$ cat src/rtl/core/fud_pkg.sv
`default_nettype none

package fud_pkg;

	// Largest supported destination size and the count width it needs
	localparam int MAX_BUFFER_SIZE_DEF = 64;
	localparam int CNT_W               = 6;
	localparam int QUEUE_DEPTH_DEF     = 2;

	// Configuration and payload widths
	localparam int CFG_W  = 7;
	localparam int BYTE_W = 8;

	localparam logic [CFG_W-1:0] BUFFER_SIZE_RST = 7'd33;

	// Characters with a meaning of their own
	localparam logic [BYTE_W-1:0] CH_PLUS  = 8'h2B;
	localparam logic [BYTE_W-1:0] CH_PCT   = 8'h25;
	localparam logic [BYTE_W-1:0] CH_SPACE = 8'h20;

	// Work for the back end: a run of flushed spaces, then up to three bytes
	typedef struct packed {
		logic [CNT_W-1:0]             spaces;
		logic [1:0]                   nb;
		logic [2:0][BYTE_W-1:0]       bytes;
		logic                         last;
	} fud_cmd_t;

	// Decode one hex digit: valid flag over the 4-bit value
	function automatic logic [4:0] hex_digit(logic [BYTE_W-1:0] c);
		logic [4:0] r;
		r = 5'd0;
		if (c >= 8'h30 && c <= 8'h39) begin
			r = {1'b1, 4'(c - 8'h30)};
		end else if (c >= 8'h61 && c <= 8'h66) begin
			r = {1'b1, 4'(c - 8'h57)};
		end else if (c >= 8'h41 && c <= 8'h46) begin
			r = {1'b1, 4'(c - 8'h37)};
		end
		return r;
	endfunction

endpackage

`default_nettype wire

$ cat src/rtl/core/fud_if.sv
`default_nettype none

// Character items into the decoder
interface fud_char_if;
	import fud_pkg::*;
	logic              valid;
	logic              ready;
	logic              kind;
	logic [BYTE_W-1:0] in_byte;

	modport source (output valid, output kind, output in_byte, input ready);
	modport sink   (input valid, input kind, input in_byte, output ready);
endinterface

// Decoded result items
interface fud_res_if;
	import fud_pkg::*;
	logic              valid;
	logic              ready;
	logic [BYTE_W-1:0] out_byte;
	logic              has_byte;
	logic              last;

	modport source (output valid, output out_byte, output has_byte, output last, input ready);
	modport sink   (input valid, input out_byte, input has_byte, input last, output ready);
endinterface

// Write channel for the buffer size register
interface fud_cfg_if;
	import fud_pkg::*;
	logic             valid;
	logic             ready;
	logic [CFG_W-1:0] buffer_size;

	modport source (output valid, output buffer_size, input ready);
	modport sink   (input valid, input buffer_size, output ready);
endinterface

`default_nettype wire

$ cat src/rtl/core/fud_front.sv
`default_nettype none

module fud_front #(
	parameter int MAX_BUFFER_SIZE = fud_pkg::MAX_BUFFER_SIZE_DEF
) (
	input  wire logic       clk,
	input  wire logic       arst_n,
	fud_char_if.sink        chars,
	fud_cfg_if.sink         cfg,
	output fud_pkg::fud_cmd_t push_data,
	output logic            push_valid,
	input  wire logic       push_ready
);
	import fud_pkg::*;

	localparam logic [CFG_W-1:0] MAX_BS = CFG_W'(MAX_BUFFER_SIZE);

	typedef enum logic [2:0] {
		ESC_NONE = 3'b001,
		ESC_PCT  = 3'b010,
		ESC_DIG  = 3'b100
	} fud_esc_t;

	// Running counts and the command being built for one item
	typedef struct packed {
		logic [CNT_W-1:0]       em;
		logic [CNT_W-1:0]       pend;
		logic [CNT_W-1:0]       spaces;
		logic [1:0]             nb;
		logic [2:0][BYTE_W-1:0] bytes;
		logic                   esc;
	} fud_acc_t;

	logic [CFG_W-1:0]  bs_q;
	logic [CNT_W-1:0]  em_q, pend_q;
	fud_esc_t          phase_q, phase_d;
	logic [BYTE_W-1:0] held_q, held_d;
	logic [CNT_W-1:0]  limit;
	logic [CFG_W-1:0]  bs_clamped;
	fud_acc_t          acc;
	logic [4:0]        hx_c, hx_h;
	logic              accept;

	function automatic logic room(fud_acc_t a, logic [CNT_W-1:0] lim);
		return ({1'b0, a.em} + {1'b0, a.pend}) < {1'b0, lim};
	endfunction

	// Hold a space back, or flush held spaces and write the byte
	function automatic fud_acc_t put_byte(fud_acc_t a, logic [BYTE_W-1:0] b,
			logic [CNT_W-1:0] lim);
		fud_acc_t r;
		r = a;
		if (room(a, lim)) begin
			if (b == CH_SPACE) begin
				r.pend = CNT_W'(a.pend + 1'b1);
			end else begin
				r.spaces       = CNT_W'(a.spaces + a.pend);
				r.em           = CNT_W'(a.em + a.pend + 1'b1);
				r.pend         = '0;
				r.bytes[a.nb]  = b;
				r.nb           = 2'(a.nb + 1'b1);
			end
		end
		return r;
	endfunction

	function automatic fud_acc_t plain_char(fud_acc_t a, logic [BYTE_W-1:0] c,
			logic [CNT_W-1:0] lim);
		fud_acc_t r;
		r = a;
		if (c == CH_PLUS) begin
			r = put_byte(a, CH_SPACE, lim);
		end else if (c == CH_PCT) begin
			r.esc = room(a, lim);
		end else begin
			r = put_byte(a, c, lim);
		end
		return r;
	endfunction

	// Clamp the size and derive the output limit
	always_comb begin
		bs_clamped = (bs_q > MAX_BS) ? MAX_BS : bs_q;
		limit      = (bs_clamped == '0) ? '0 : CNT_W'(bs_clamped - 1'b1);
	end

	assign hx_c = hex_digit(chars.in_byte);
	assign hx_h = hex_digit(held_q);

	// Classify the item and build its command
	always_comb begin
		acc.em     = em_q;
		acc.pend   = pend_q;
		acc.spaces = '0;
		acc.nb     = '0;
		acc.bytes  = '0;
		acc.esc    = 1'b0;
		phase_d    = phase_q;
		held_d     = held_q;
		if (chars.kind) begin
			unique case (phase_q)
				ESC_PCT: begin
					acc = put_byte(acc, CH_PCT, limit);
				end
				ESC_DIG: begin
					acc = put_byte(acc, CH_PCT, limit);
					acc = put_byte(acc, held_q, limit);
				end
				default: begin
				end
			endcase
			phase_d = ESC_NONE;
			held_d  = '0;
		end else begin
			unique case (phase_q)
				ESC_PCT: begin
					if (hx_c[4]) begin
						held_d  = chars.in_byte;
						phase_d = ESC_DIG;
					end else begin
						phase_d = ESC_NONE;
						acc = put_byte(acc, CH_PCT, limit);
						acc = plain_char(acc, chars.in_byte, limit);
					end
				end
				ESC_DIG: begin
					phase_d = ESC_NONE;
					if (hx_h[4] && hx_c[4]) begin
						acc = put_byte(acc, {hx_h[3:0], hx_c[3:0]}, limit);
					end else begin
						acc = put_byte(acc, CH_PCT, limit);
						acc = put_byte(acc, held_q, limit);
						acc = plain_char(acc, chars.in_byte, limit);
					end
					held_d = '0;
				end
				default: begin
					phase_d = ESC_NONE;
					acc = plain_char(acc, chars.in_byte, limit);
				end
			endcase
			if (acc.esc) begin
				phase_d = ESC_PCT;
			end
		end
	end

	assign chars.ready      = push_ready;
	assign cfg.ready        = 1'b1;
	assign accept           = chars.valid && push_ready;
	assign push_valid       = chars.valid && (chars.kind || acc.nb != '0);
	assign push_data.spaces = acc.spaces;
	assign push_data.nb     = acc.nb;
	assign push_data.bytes  = acc.bytes;
	assign push_data.last   = chars.kind;

	// Advance the string state on each accepted item
	always_ff @(posedge clk or negedge arst_n) begin
		if (!arst_n) begin
			bs_q    <= BUFFER_SIZE_RST;
			em_q    <= '0;
			pend_q  <= '0;
			phase_q <= ESC_NONE;
			held_q  <= '0;
		end else begin
			if (cfg.valid) begin
				bs_q <= cfg.buffer_size;
			end
			if (accept) begin
				phase_q <= phase_d;
				held_q  <= held_d;
				if (chars.kind) begin
					em_q   <= '0;
					pend_q <= '0;
				end else begin
					em_q   <= acc.em;
					pend_q <= acc.pend;
				end
			end
		end
	end

	// A held digit is always a hex digit
	a_held_hex: assert property (@(posedge clk) disable iff (!arst_n)
		phase_q == ESC_DIG |-> hx_h[4])
		else $error("held escape digit is not hex");

endmodule

`default_nettype wire

$ cat src/rtl/core/fud_queue.sv
`default_nettype none

module fud_queue #(
	parameter int DEPTH = fud_pkg::QUEUE_DEPTH_DEF
) (
	input  wire logic              clk,
	input  wire logic              arst_n,
	input  wire fud_pkg::fud_cmd_t push_data,
	input  wire logic              push_valid,
	output logic                   push_ready,
	output fud_pkg::fud_cmd_t      pop_data,
	output logic                   pop_valid,
	input  wire logic              pop
);
	import fud_pkg::*;

	localparam int PTR_W = (DEPTH > 1) ? $clog2(DEPTH) : 1;
	localparam int CNT_QW = $clog2(DEPTH + 1);
	localparam logic [PTR_W-1:0]  LAST_PTR = PTR_W'(DEPTH - 1);
	localparam logic [CNT_QW-1:0] FULL_CNT = CNT_QW'(DEPTH);

	fud_cmd_t          slot_q [DEPTH];
	logic [PTR_W-1:0]  wr_q, rd_q;
	logic [CNT_QW-1:0] cnt_q;
	logic              do_push, do_pop;

	assign push_ready = cnt_q != FULL_CNT;
	assign pop_valid  = cnt_q != '0;
	assign pop_data   = slot_q[rd_q];
	assign do_push    = push_valid && push_ready;
	assign do_pop     = pop && pop_valid;

	// Store pushed commands
	always_ff @(posedge clk) begin
		if (do_push) begin
			slot_q[wr_q] <= push_data;
		end
	end

	// Advance pointers and the fill count
	always_ff @(posedge clk or negedge arst_n) begin
		if (!arst_n) begin
			wr_q  <= '0;
			rd_q  <= '0;
			cnt_q <= '0;
		end else begin
			if (do_push) begin
				wr_q <= (wr_q == LAST_PTR) ? '0 : PTR_W'(wr_q + 1'b1);
			end
			if (do_pop) begin
				rd_q <= (rd_q == LAST_PTR) ? '0 : PTR_W'(rd_q + 1'b1);
			end
			if (do_push && !do_pop) begin
				cnt_q <= CNT_QW'(cnt_q + 1'b1);
			end else if (do_pop && !do_push) begin
				cnt_q <= CNT_QW'(cnt_q - 1'b1);
			end
		end
	end

	a_no_overfill: assert property (@(posedge clk) disable iff (!arst_n)
		cnt_q <= FULL_CNT)
		else $error("command queue overfilled");

	a_pop_nonempty: assert property (@(posedge clk) disable iff (!arst_n)
		do_pop |-> cnt_q != '0)
		else $error("pop from empty command queue");

endmodule

`default_nettype wire

$ cat src/rtl/core/fud_back.sv
`default_nettype none

module fud_back (
	input  wire logic              clk,
	input  wire logic              arst_n,
	input  wire fud_pkg::fud_cmd_t head,
	input  wire logic              head_valid,
	output logic                   pop,
	fud_res_if.source              results
);
	import fud_pkg::*;

	logic [CNT_W-1:0]  sent_q;
	logic [1:0]        bi_q;
	logic              out_v_q;
	logic [BYTE_W-1:0] out_byte_q;
	logic              has_q, last_q;
	logic              fire, in_spaces, fin;
	logic [BYTE_W-1:0] nxt_byte;
	logic              nxt_has, nxt_last;

	// Pick the next result from the head command
	always_comb begin
		in_spaces = sent_q < head.spaces;
		nxt_byte  = CH_SPACE;
		nxt_has   = 1'b1;
		nxt_last  = 1'b0;
		fin       = 1'b0;
		if (!in_spaces) begin
			if (head.nb == '0) begin
				nxt_byte = '0;
				nxt_has  = 1'b0;
				nxt_last = 1'b1;
				fin      = 1'b1;
			end else begin
				case (bi_q)
					2'd0:    nxt_byte = head.bytes[0];
					2'd1:    nxt_byte = head.bytes[1];
					default: nxt_byte = head.bytes[2];
				endcase
				fin      = 2'(bi_q + 1'b1) == head.nb;
				nxt_last = head.last && fin;
			end
		end
	end

	assign fire = head_valid && (!out_v_q || results.ready);
	assign pop  = fire && fin;

	assign results.valid    = out_v_q;
	assign results.out_byte = out_byte_q;
	assign results.has_byte = has_q;
	assign results.last     = last_q;

	// Load the output register; drop it once taken
	always_ff @(posedge clk) begin
		if (fire) begin
			out_byte_q <= nxt_byte;
			has_q      <= nxt_has;
			last_q     <= nxt_last;
		end
	end

	always_ff @(posedge clk or negedge arst_n) begin
		if (!arst_n) begin
			out_v_q <= 1'b0;
			sent_q  <= '0;
			bi_q    <= '0;
		end else begin
			if (fire) begin
				out_v_q <= 1'b1;
			end else if (results.ready) begin
				out_v_q <= 1'b0;
			end
			if (fire) begin
				if (fin) begin
					sent_q <= '0;
					bi_q   <= '0;
				end else if (in_spaces) begin
					sent_q <= CNT_W'(sent_q + 1'b1);
				end else begin
					bi_q <= 2'(bi_q + 1'b1);
				end
			end
		end
	end

	a_spaces_bound: assert property (@(posedge clk) disable iff (!arst_n)
		head_valid |-> sent_q <= head.spaces)
		else $error("flushed more spaces than held");

	a_marker_is_end: assert property (@(posedge clk) disable iff (!arst_n)
		fire && !nxt_has |-> head.last && head.spaces == '0)
		else $error("bare marker outside an end item");

endmodule

`default_nettype wire

$ cat src/rtl/core/form_url_decoder.sv
// Form-urlencoded decoder.
// chars: one item per encoded character (kind 0, in_byte) or an end item (kind 1).
// results: decoded bytes (has_byte 1) in order; the final result of a string has
// last set, and an end item with nothing to write gives a bare marker (has_byte 0).
// cfg: writes buffer_size, the destination size including terminator; ready is
// always high. Write it only while no string is in flight.
// The first result of an item passes through the command queue, then the output
// register. Throughput: one item per cycle while the command queue (QUEUE_DEPTH
// entries) has room, and one result per cycle while results.ready is high. An
// item that flushes held spaces gives one result per space and per byte; the
// front end keeps accepting until the command queue is full.
// When results.ready is low the output register holds its item, the queue fills
// and chars.ready falls; nothing is lost.
// Reset: buffer_size returns to 33, all string state and the queue are cleared;
// items are accepted as soon as reset is released.
`default_nettype none

module form_url_decoder #(
	parameter int MAX_BUFFER_SIZE = fud_pkg::MAX_BUFFER_SIZE_DEF,
	parameter int QUEUE_DEPTH     = fud_pkg::QUEUE_DEPTH_DEF
) (
	input wire logic  clk,
	input wire logic  arst_n,
	fud_char_if.sink  chars,
	fud_cfg_if.sink   cfg,
	fud_res_if.source results
);
	import fud_pkg::*;

	fud_cmd_t push_data, head;
	logic     push_valid, push_ready, head_valid, pop;

	// Accept and classify characters
	fud_front #(
		.MAX_BUFFER_SIZE(MAX_BUFFER_SIZE)
	) u_front (
		.clk       (clk),
		.arst_n    (arst_n),
		.chars     (chars),
		.cfg       (cfg),
		.push_data (push_data),
		.push_valid(push_valid),
		.push_ready(push_ready)
	);

	// Decouple the two sides
	fud_queue #(
		.DEPTH(QUEUE_DEPTH)
	) u_queue (
		.clk       (clk),
		.arst_n    (arst_n),
		.push_data (push_data),
		.push_valid(push_valid),
		.push_ready(push_ready),
		.pop_data  (head),
		.pop_valid (head_valid),
		.pop       (pop)
	);

	// Emit results
	fud_back u_back (
		.clk       (clk),
		.arst_n    (arst_n),
		.head      (head),
		.head_valid(head_valid),
		.pop       (pop),
		.results   (results)
	);

endmodule

`default_nettype wire

$ cat src/flat_wrapper.sv
// flat-port wrapper written by rule: the top's interface ports become plain ports
module form_url_decoder_flat import fud_pkg::*;
#(
	parameter int MAX_BUFFER_SIZE = fud_pkg::MAX_BUFFER_SIZE_DEF,
	parameter int QUEUE_DEPTH     = fud_pkg::QUEUE_DEPTH_DEF
)
  (clk, arst_n, chars_valid, chars_kind, chars_in_byte, chars_ready, cfg_valid, cfg_buffer_size, cfg_ready, results_valid, results_out_byte, results_has_byte, results_last, results_ready);
  fud_char_if chars_i ();
  fud_cfg_if cfg_i ();
  fud_res_if results_i ();
  input wire logic clk;
  input wire logic arst_n;
  input wire logic [$bits(chars_i.valid)-1:0] chars_valid;
  input wire logic [$bits(chars_i.kind)-1:0] chars_kind;
  input wire logic [$bits(chars_i.in_byte)-1:0] chars_in_byte;
  output wire logic [$bits(chars_i.ready)-1:0] chars_ready;
  input wire logic [$bits(cfg_i.valid)-1:0] cfg_valid;
  input wire logic [$bits(cfg_i.buffer_size)-1:0] cfg_buffer_size;
  output wire logic [$bits(cfg_i.ready)-1:0] cfg_ready;
  output wire logic [$bits(results_i.valid)-1:0] results_valid;
  output wire logic [$bits(results_i.out_byte)-1:0] results_out_byte;
  output wire logic [$bits(results_i.has_byte)-1:0] results_has_byte;
  output wire logic [$bits(results_i.last)-1:0] results_last;
  input wire logic [$bits(results_i.ready)-1:0] results_ready;
  assign chars_i.valid = chars_valid;
  assign chars_i.kind = chars_kind;
  assign chars_i.in_byte = chars_in_byte;
  assign chars_ready = chars_i.ready;
  assign cfg_i.valid = cfg_valid;
  assign cfg_i.buffer_size = cfg_buffer_size;
  assign cfg_ready = cfg_i.ready;
  assign results_valid = results_i.valid;
  assign results_out_byte = results_i.out_byte;
  assign results_has_byte = results_i.has_byte;
  assign results_last = results_i.last;
  assign results_i.ready = results_ready;
  form_url_decoder #(.MAX_BUFFER_SIZE(MAX_BUFFER_SIZE), .QUEUE_DEPTH(QUEUE_DEPTH)) u_core (.clk(clk), .arst_n(arst_n), .chars(chars_i), .cfg(cfg_i), .results(results_i));
endmodule
$ cat config.mk
export PLATFORM = sky130hd
export DESIGN_NAME = form_url_decoder_flat
export DESIGN_NICKNAME = d
export VERILOG_FILES = /design/src/rtl/core/fud_pkg.sv /design/src/rtl/core/fud_if.sv /design/src/rtl/core/fud_front.sv /design/src/rtl/core/fud_queue.sv /design/src/rtl/core/fud_back.sv /design/src/rtl/core/form_url_decoder.sv /design/src/flat_wrapper.sv
export SDC_FILE = /design/constraint.sdc
export NUM_CORES = 1
export LEC_CHECK = 0
export BUFFER_PORTS_ARGS = -buffer_cell sky130_fd_sc_hd__buf_2
export CORE_MARGIN = 3
export CORE_UTILIZATION = 55
export CTS_CLUSTER_SIZE = 20
export DETAILED_ROUTE_END_ITERATION = 16
export GPL_ROUTABILITY_DRIVEN = 0
export PLACE_DENSITY = 0.72
export SYNTH_ARGS = -nofsm -noshare
export SYNTH_HDL_FRONTEND = slang
export SYNTH_SLANG_ARGS = --single-unit
$ cat constraint.sdc
create_clock -name clk -period 14.1 [get_ports clk]
set_clock_uncertainty 0.2 [all_clocks]
set_input_delay 0.705 -clock clk [delete_from_list [all_inputs] [get_ports clk]]
set_output_delay 0.705 -clock clk [all_outputs]
set_load 0.05 [all_outputs]
==> results.sh, run 1 <==
export IMPL_slowest_delay_ps=700
export IMPL_max_cap_violations=0
export IMPL_drt_vias_per_instance=6.99
export IMPL_clockBufferDepth=2
export IMPL_wl_met1_um=12900
export IMPL_fin_tns_setup_ps=0
export IMPL_synth_edff_count=76
export IMPL_critPathBufInv=3
export IMPL_drt_initial_drc_count=1400
export IMPL_drc_errors=0
export IMPL_rsz0062_at_grt="no"
export IMPL_route_met2_wl_um=13400
export IMPL_outcome="finished, final reports clean"
export IMPL_layout_commonest_cell="nand2_1"
export IMPL_gr_total_overflow=0
export IMPL_port_buffers=32
export IMPL_dr_pass1_iters=6
export IMPL_cp_max_fo=19
export IMPL_setup_viol=0
export IMPL_ioPinCount=34
export IMPL_drv_slew=0
export IMPL_hold_path_class="in2async"
export IMPL_syn2layout_area_growth_pct=7.80
export IMPL_diodes=0
export IMPL_die_w_um=142
export IMPL_fin_crit_ps=12470
export IMPL_crit_type="reg2reg"
export IMPL_async_flop_share_pct=36.1
export IMPL_cts_setup_buffers=0
export IMPL_synth_seq_area_share_pct=33.0
export IMPL_finalWirelength_um=31500
export IMPL_holdBufCountCts=0
export IMPL_drive_gt1_share_pct=11.2
export IMPL_critPathLaunchType="flop"
export IMPL_crit_arrival_ps=12370
export IMPL_netlist_area_um2=10200
export IMPL_powerDensity_nw_per_um2=170
export IMPL_syn_avg_cell_area_um2=9.03
export IMPL_grt_max_degree=44
export IMPL_grt_pass1_vias=8776
export IMPL_cts_htree_levels=4
export IMPL_yosysWarnings=0
export IMPL_slew_headroom_pct=11.1
export IMPL_crit_path_frequent_cell="ha_1"
export IMPL_syn_inst=1128
export IMPL_synthFlopType="edfxtp_1"
export IMPL_nNetsFinal=1215
export IMPL_clock_fmax_ghz=0.0802
export IMPL_critPathRequiredTime_ps=14000
export IMPL_cp_slowest_cell="nand3_1"
export IMPL_die_h_um=142
export IMPL_dp_hpwl_um=22800
export IMPL_cts_resized=0
export IMPL_grt_pass1_wl_um=49100
export IMPL_route_met3_wl_um=3650
export IMPL_layout_common_cells="nand2_1 (105), edfxtp_1 (76), ha_1 (72)"
export IMPL_end_kind="flop"
export IMPL_cts_reportedPaths_clkPinSlew_ps=80
export IMPL_core_area_um2=18100
export IMPL_cts_sinks=119
export IMPL_cts_tree="built"
export IMPL_vias=9485
export IMPL_crit_start="u_core.u_front.pend_q[1]"
export IMPL_root_buffer="clkbuf_16"
export IMPL_fin_crit_sh_pct=88.4
export IMPL_critical_path_top_delay_family="compound AO/OA/AOI/OAI gates"
export IMPL_peakVddDrop_v=0.0000958
export IMPL_syn_nets=1229
export IMPL_antenna_found_initial=1
export IMPL_drtAntennaViolNets=0
export IMPL_clkLatencyLatePin_ps=430
export IMPL_reg2reg_from="u_core.u_front.pend_q[1]"
export IMPL_finalHoldViolCount=0
export IMPL_start_util_pct=56.3
export IMPL_fillers=1539
export IMPL_synth_cell_types=95
export IMPL_fp_row_count=49
export IMPL_synth_seq_cells=119
export IMPL_utilization_pct=60.7
export IMPL_worst_pin_slew_ps=1330
export IMPL_routedWlPerCell_um=23.2
export IMPL_whs_ps=290
export IMPL_cts_buffers=17
export IMPL_top_layer="met5"
export IMPL_track_usage_pct=31.0
export IMPL_p_leak_nw=4.50
export IMPL_dieArea_um2=20200
-- registers in the layout (all words and copies together), names as in the netlist --
name	count
u_core.u_front.em_q	6
u_core.u_queue.rd_q	1
u_core.u_back.results.out_byte	8
u_core.u_queue.wr_q	1
u_core.u_back.results.has_byte	1
u_core.u_front.bs_q	7
u_core.u_front.pend_q	6
u_core.u_back.results.valid	1
u_core.u_front.phase_q	3
u_core.u_queue.cnt_q	2
u_core.u_back.results.last	1
u_core.u_back.sent_q	6
u_core.u_queue.slot_q	66
u_core.u_front.held_q	8
u_core.u_back.bi_q	2
-- cell families (layout without fill, tap and decap cells) --
kind of cell / Yosys count / in the layout / share of synthesized area, %
AO/OA/AOI/OAI: 377 / 377 / 26.8
XOR/XNOR: 48 / 48 / 4.13
adder cells (fa/ha/maj): 80 / 80 / 10.4
buffers and inverters: 127 / 126 / 5.17
flip-flops: 119 / 119 / 33.0
multiplexers: 34 / 34 / 3.53
other: 1 / 1 / 0.0368
AND/OR/NAND/NOR: 342 / 342 / 16.9
-- final timing paths --
kind | end | slack (ps) | cells after the start
max in group asynchronous | u_core.u_front.held_q[3] | 12720 | 1
max | u_core.u_queue.slot_q[0][31] | 1630 | 37
max reg2reg | u_core.u_queue.slot_q[0][31] | 1630 | 37
min | u_core.u_front.bs_q[6] | 290 | 1
min in group clk | u_core.u_back.results.valid | 300 | 2
min reg2reg | u_core.u_back.results.valid | 300 | 2
-- power by group --
group	internal [mW]	switching [mW]	total (mW)	leakage (nW)
Combinational	0.302	0.557	0.859	2.95
Sequential	0.472	0.0761	0.548	1.26
Clock	0.269	0.192	0.460	0.294
Total	1.04	0.825	1.87	4.50
-- metal layers --
metal	vias to the layer above	global-route usage [%]
met5	-	0
met4	2	14.3
met3	142	8.74
met2	645	45.7
met1	4439	42.3
li1	4257	-
-- worst reg2reg max path, delay by kind of cell, from the launching register on --
| family | cells | cell delay [ps] |
|---|---|---|
| xor+xnor | 3 | 480 |
| buf+inv | 3 | 830 |
| simple gates | 8 | 3340 |
| mux | 1 | 310 |
| compound gates | 14 | 3600 |
| flops | 1 | 620 |
| fa+ha+maj | 8 | 2750 |
-- stage by stage --
step | power [mW] | worst slack [ps] | area (um2) | cells
after floorplan | 1.18 | 3620 | 10200 | 1128
after global placement | 1.37 | 2380 | 10400 | 1324
after detailed placement | 1.39 | 2090 | 10400 | 1324
after CTS | 1.85 | 1970 | 11000 | 1356
after global routing | 1.97 | 947 | 11000 | 1356
final | 1.87 | 1630 | 11000 | 1356
-- cells in the mapped netlist, types with 14 or more instances --
library cell / instances / area, um2
o21a_1: 15 / 113
mux2_2: 15 / 169
inv_1: 53 / 199
edfxtp_1: 76 / 2280
dfrtp_1: 40 / 1000
o21ai_0: 63 / 315
xnor2_1: 34 / 298
a21o_1: 17 / 128
clkbuf_1: 46 / 173
ha_1: 72 / 901
xor2_1: 14 / 123
nor3_1: 30 / 150
o211ai_1: 17 / 128
nor2_1: 64 / 240
a31oi_1: 22 / 138
a22o_1: 24 / 210
a211oi_1: 21 / 158
nand2_1: 105 / 394
buf_2: 21 / 105
mux2i_1: 19 / 190
a21oi_1: 61 / 305
nand3_1: 37 / 185
-- cell type report --
class                   instances  area, um2  area share [%]
clock buffers                  17        425            3.88
clock inverters                15        181            1.65
inverters                      54        203            1.85
multi-input cells             882       6300            57.4
flip-flops and latches        119       3360            30.6
well taps                     229        287            2.61
repair buffers                 40        220            2.01
Note: power is estimated with default switching activity, not from simulation.
==> run 2, diff against run 1 <==
Settings changed: RECOVER_POWER set to 100.
==> run 2 against run 1 <==
  * The flow now finishes with violations (max-capacitance violations, max-slew violations)
  * Final cell count is the same
  * Via count shrank 0.84%
  * Core utilization shrank 0.22 points
  * Non-clock buffer count is the same
  * Wire length shrank 0.39%
  * Count of clock-buffer cells in the layout is the same
  * Flip-flop and latch count is the same
  * Sequential power is essentially flat
  * Largest cell class unchanged
  * Highest routed layer unchanged
==> results.sh, run 2 (same netlist as run 1, synthesis figures left out) <==
export IMPL_worst_pin_slew_ps=2660
export IMPL_power_frac_comb_pct=45.7
export IMPL_rrSetupSlack_ps=1380
export IMPL_clockBufferDepth=2
export IMPL_outcome="finished, violations left"
export IMPL_p_switching_mw=0.824
export IMPL_cts_htree_levels=4
export IMPL_p_leak_nw=4.45
export IMPL_clkLatencyLatePin_ps=430
export IMPL_track_usage_pct=31.0
export IMPL_crit_arrival_ps=12610
export IMPL_p_clk_share_pct=24.8
export IMPL_cp_max_fo=19
export IMPL_critPathLaunchType="flop"
export IMPL_p_int_mw=1.04
export IMPL_gr_total_overflow=0
export IMPL_cts_tree="built"
export IMPL_end_kind="flop"
export IMPL_fillers=1553
export IMPL_drt_initial_drc_count=1464
export IMPL_diodes=0
export IMPL_utilization_pct=60.5
export IMPL_dieArea_um2=20200
export IMPL_peakVddDrop_v=0.0000949
export IMPL_layout_common_cells="nand2_1 (105), edfxtp_1 (76), ha_1 (72)"
export IMPL_layout_commonest_cell="nand2_1"
export IMPL_rsz0062_at_grt="no"
export IMPL_stdcell_area_um2=10900
export IMPL_core_area_um2=18100
export IMPL_top_register="u_core.u_queue.slot_q"
export IMPL_rr_endpoint="u_core.u_queue.slot_q[0][31]"
export IMPL_setup_slack_ps=1380
export IMPL_fp_row_count=49
export IMPL_root_buffer="clkbuf_16"
export IMPL_largest_reg_flops=66
export IMPL_drt_vias_per_instance=6.94
export IMPL_crit_start="u_core.u_front.pend_q[1]"
export IMPL_drv_slew=83
export IMPL_whs_ps=302
export IMPL_finalWirelength_um=31400
export IMPL_dp_cells=1324
export IMPL_endpoint="u_core.u_queue.slot_q[0][31]"
export IMPL_sw_frac_of_total_pct=44.3
export IMPL_crit_path_frequent_cell="ha_1"
export IMPL_multi_input_area_um2=6280
export IMPL_ioPinCount=34
export IMPL_grt_max_degree=44
export IMPL_hold_path_class="reg2reg"
export IMPL_cts_buffers=17
export IMPL_placedInstanceArea_um2=10400
export IMPL_power_frac_seq_pct=29.5
export IMPL_clock_fmax_ghz=0.0786
export IMPL_pre_cts_slack_ps=2090
export IMPL_start_util_pct=56.3
export IMPL_vias=9405
export IMPL_routedWlPerCell_um=23.2
export IMPL_powerDensity_nw_per_um2=170
export IMPL_drc_errors=0
export IMPL_final_instance_count_excl_fill=1356
export IMPL_port_buffers=32
export IMPL_syn2layout_area_growth_pct=7.41
export IMPL_finalHoldViolCount=0
export IMPL_cts_setup_buffers=0
export IMPL_fin_crit_sh_pct=90.2
export IMPL_critPathRequiredTime_ps=13990
export IMPL_holdBufCountCts=0
export IMPL_nNetsFinal=1215
export IMPL_violations="max-capacitance violations, max-slew violations"
export IMPL_slowest_delay_ps=730
export IMPL_grt_pass1_vias=8776
export IMPL_fin_crit_ps=12720
export IMPL_drive_gt1_share_pct=9.58
export IMPL_fin_tns_setup_ps=0
export IMPL_reg2reg_from="u_core.u_front.pend_q[1]"
export IMPL_ff_latch_area_um2=3360
export IMPL_dr_pass1_iters=8
export IMPL_crit_type="reg2reg"
export IMPL_cp_slowest_cell="nor2_2"
export IMPL_r2r_cells=37
export IMPL_max_cap_violations=2
export IMPL_die_w_um=142
export IMPL_die_h_um=142
export IMPL_cts_reportedPaths_clkPinSlew_ps=80
export IMPL_cts_sinks=119
export IMPL_cts_resized=0
export IMPL_finalPower_mw=1.86
export IMPL_setup_viol=0
export IMPL_antenna_found_initial=1
export IMPL_dp_hpwl_um=22800
export IMPL_drtAntennaViolNets=0
export IMPL_slew_headroom_pct=-77.6
export IMPL_grt_pass1_wl_um=49100
-- run 2: worst max-delay path, delay by kind of cell, from the launching register on --
kind,cells,cell delay [ps]
flip-flops,1,630
XOR/XNOR,3,480
multiplexers,1,300
buffers and inverters,3,850
adder cells (fa/ha/maj),8,2770
AO/OA/AOI/OAI,14,3720
AND/OR/NAND/NOR,8,3400
-- run 2: worst min-delay path by stage --
stage	startpoint	endpoint	slack [ps]	cells past startpoint
floorplan	arst_n	u_core.u_back.bi_q[0]	210	0
CTS	cfg_buffer_size[4]	u_core.u_front.bs_q[4]	300	2
detailed placement	u_core.u_back.results.valid	u_core.u_back.results.valid	290	2
global route	cfg_buffer_size[1]	u_core.u_front.bs_q[1]	310	2
global placement	u_core.u_front.phase_q[0]	u_core.u_front.phase_q[0]	290	2
finish	u_core.u_back.results.valid	u_core.u_back.results.valid	300	2
-- run 2: layout make-up --
type,count,share of cell area [%]
flip-flops and latches,119,30.7
repair buffers,40,1.82
multi-input cells,882,57.4
clock inverters,15,1.66
clock buffers,17,3.89
inverters,54,1.85
well taps,229,2.62
-- run 2: power groups by stage --
stage	Combinational (mW)	Sequential (mW)	Clock, mW
3_3_place_gp	0.820	0.551	0
4_1_cts	0.843	0.546	0.463
6_report	0.850	0.549	0.461
3_5_place_dp	0.836	0.552	0
2_1_floorplan	0.609	0.568	0
5_1_grt	0.931	0.558	0.478
-- run 2: metal layers --
metal  part of all wire (%)  global-route usage, %  routed length [um]  up-vias
li1                       -                      -                   -     4255
met1                     41                   42.3               12800     4382
met2                     42                   45.7               13300      631
met3                     12                   8.74                3670      135
met4                    5.0                   14.3                1570        2
met5                  0.035                      0                  11        -
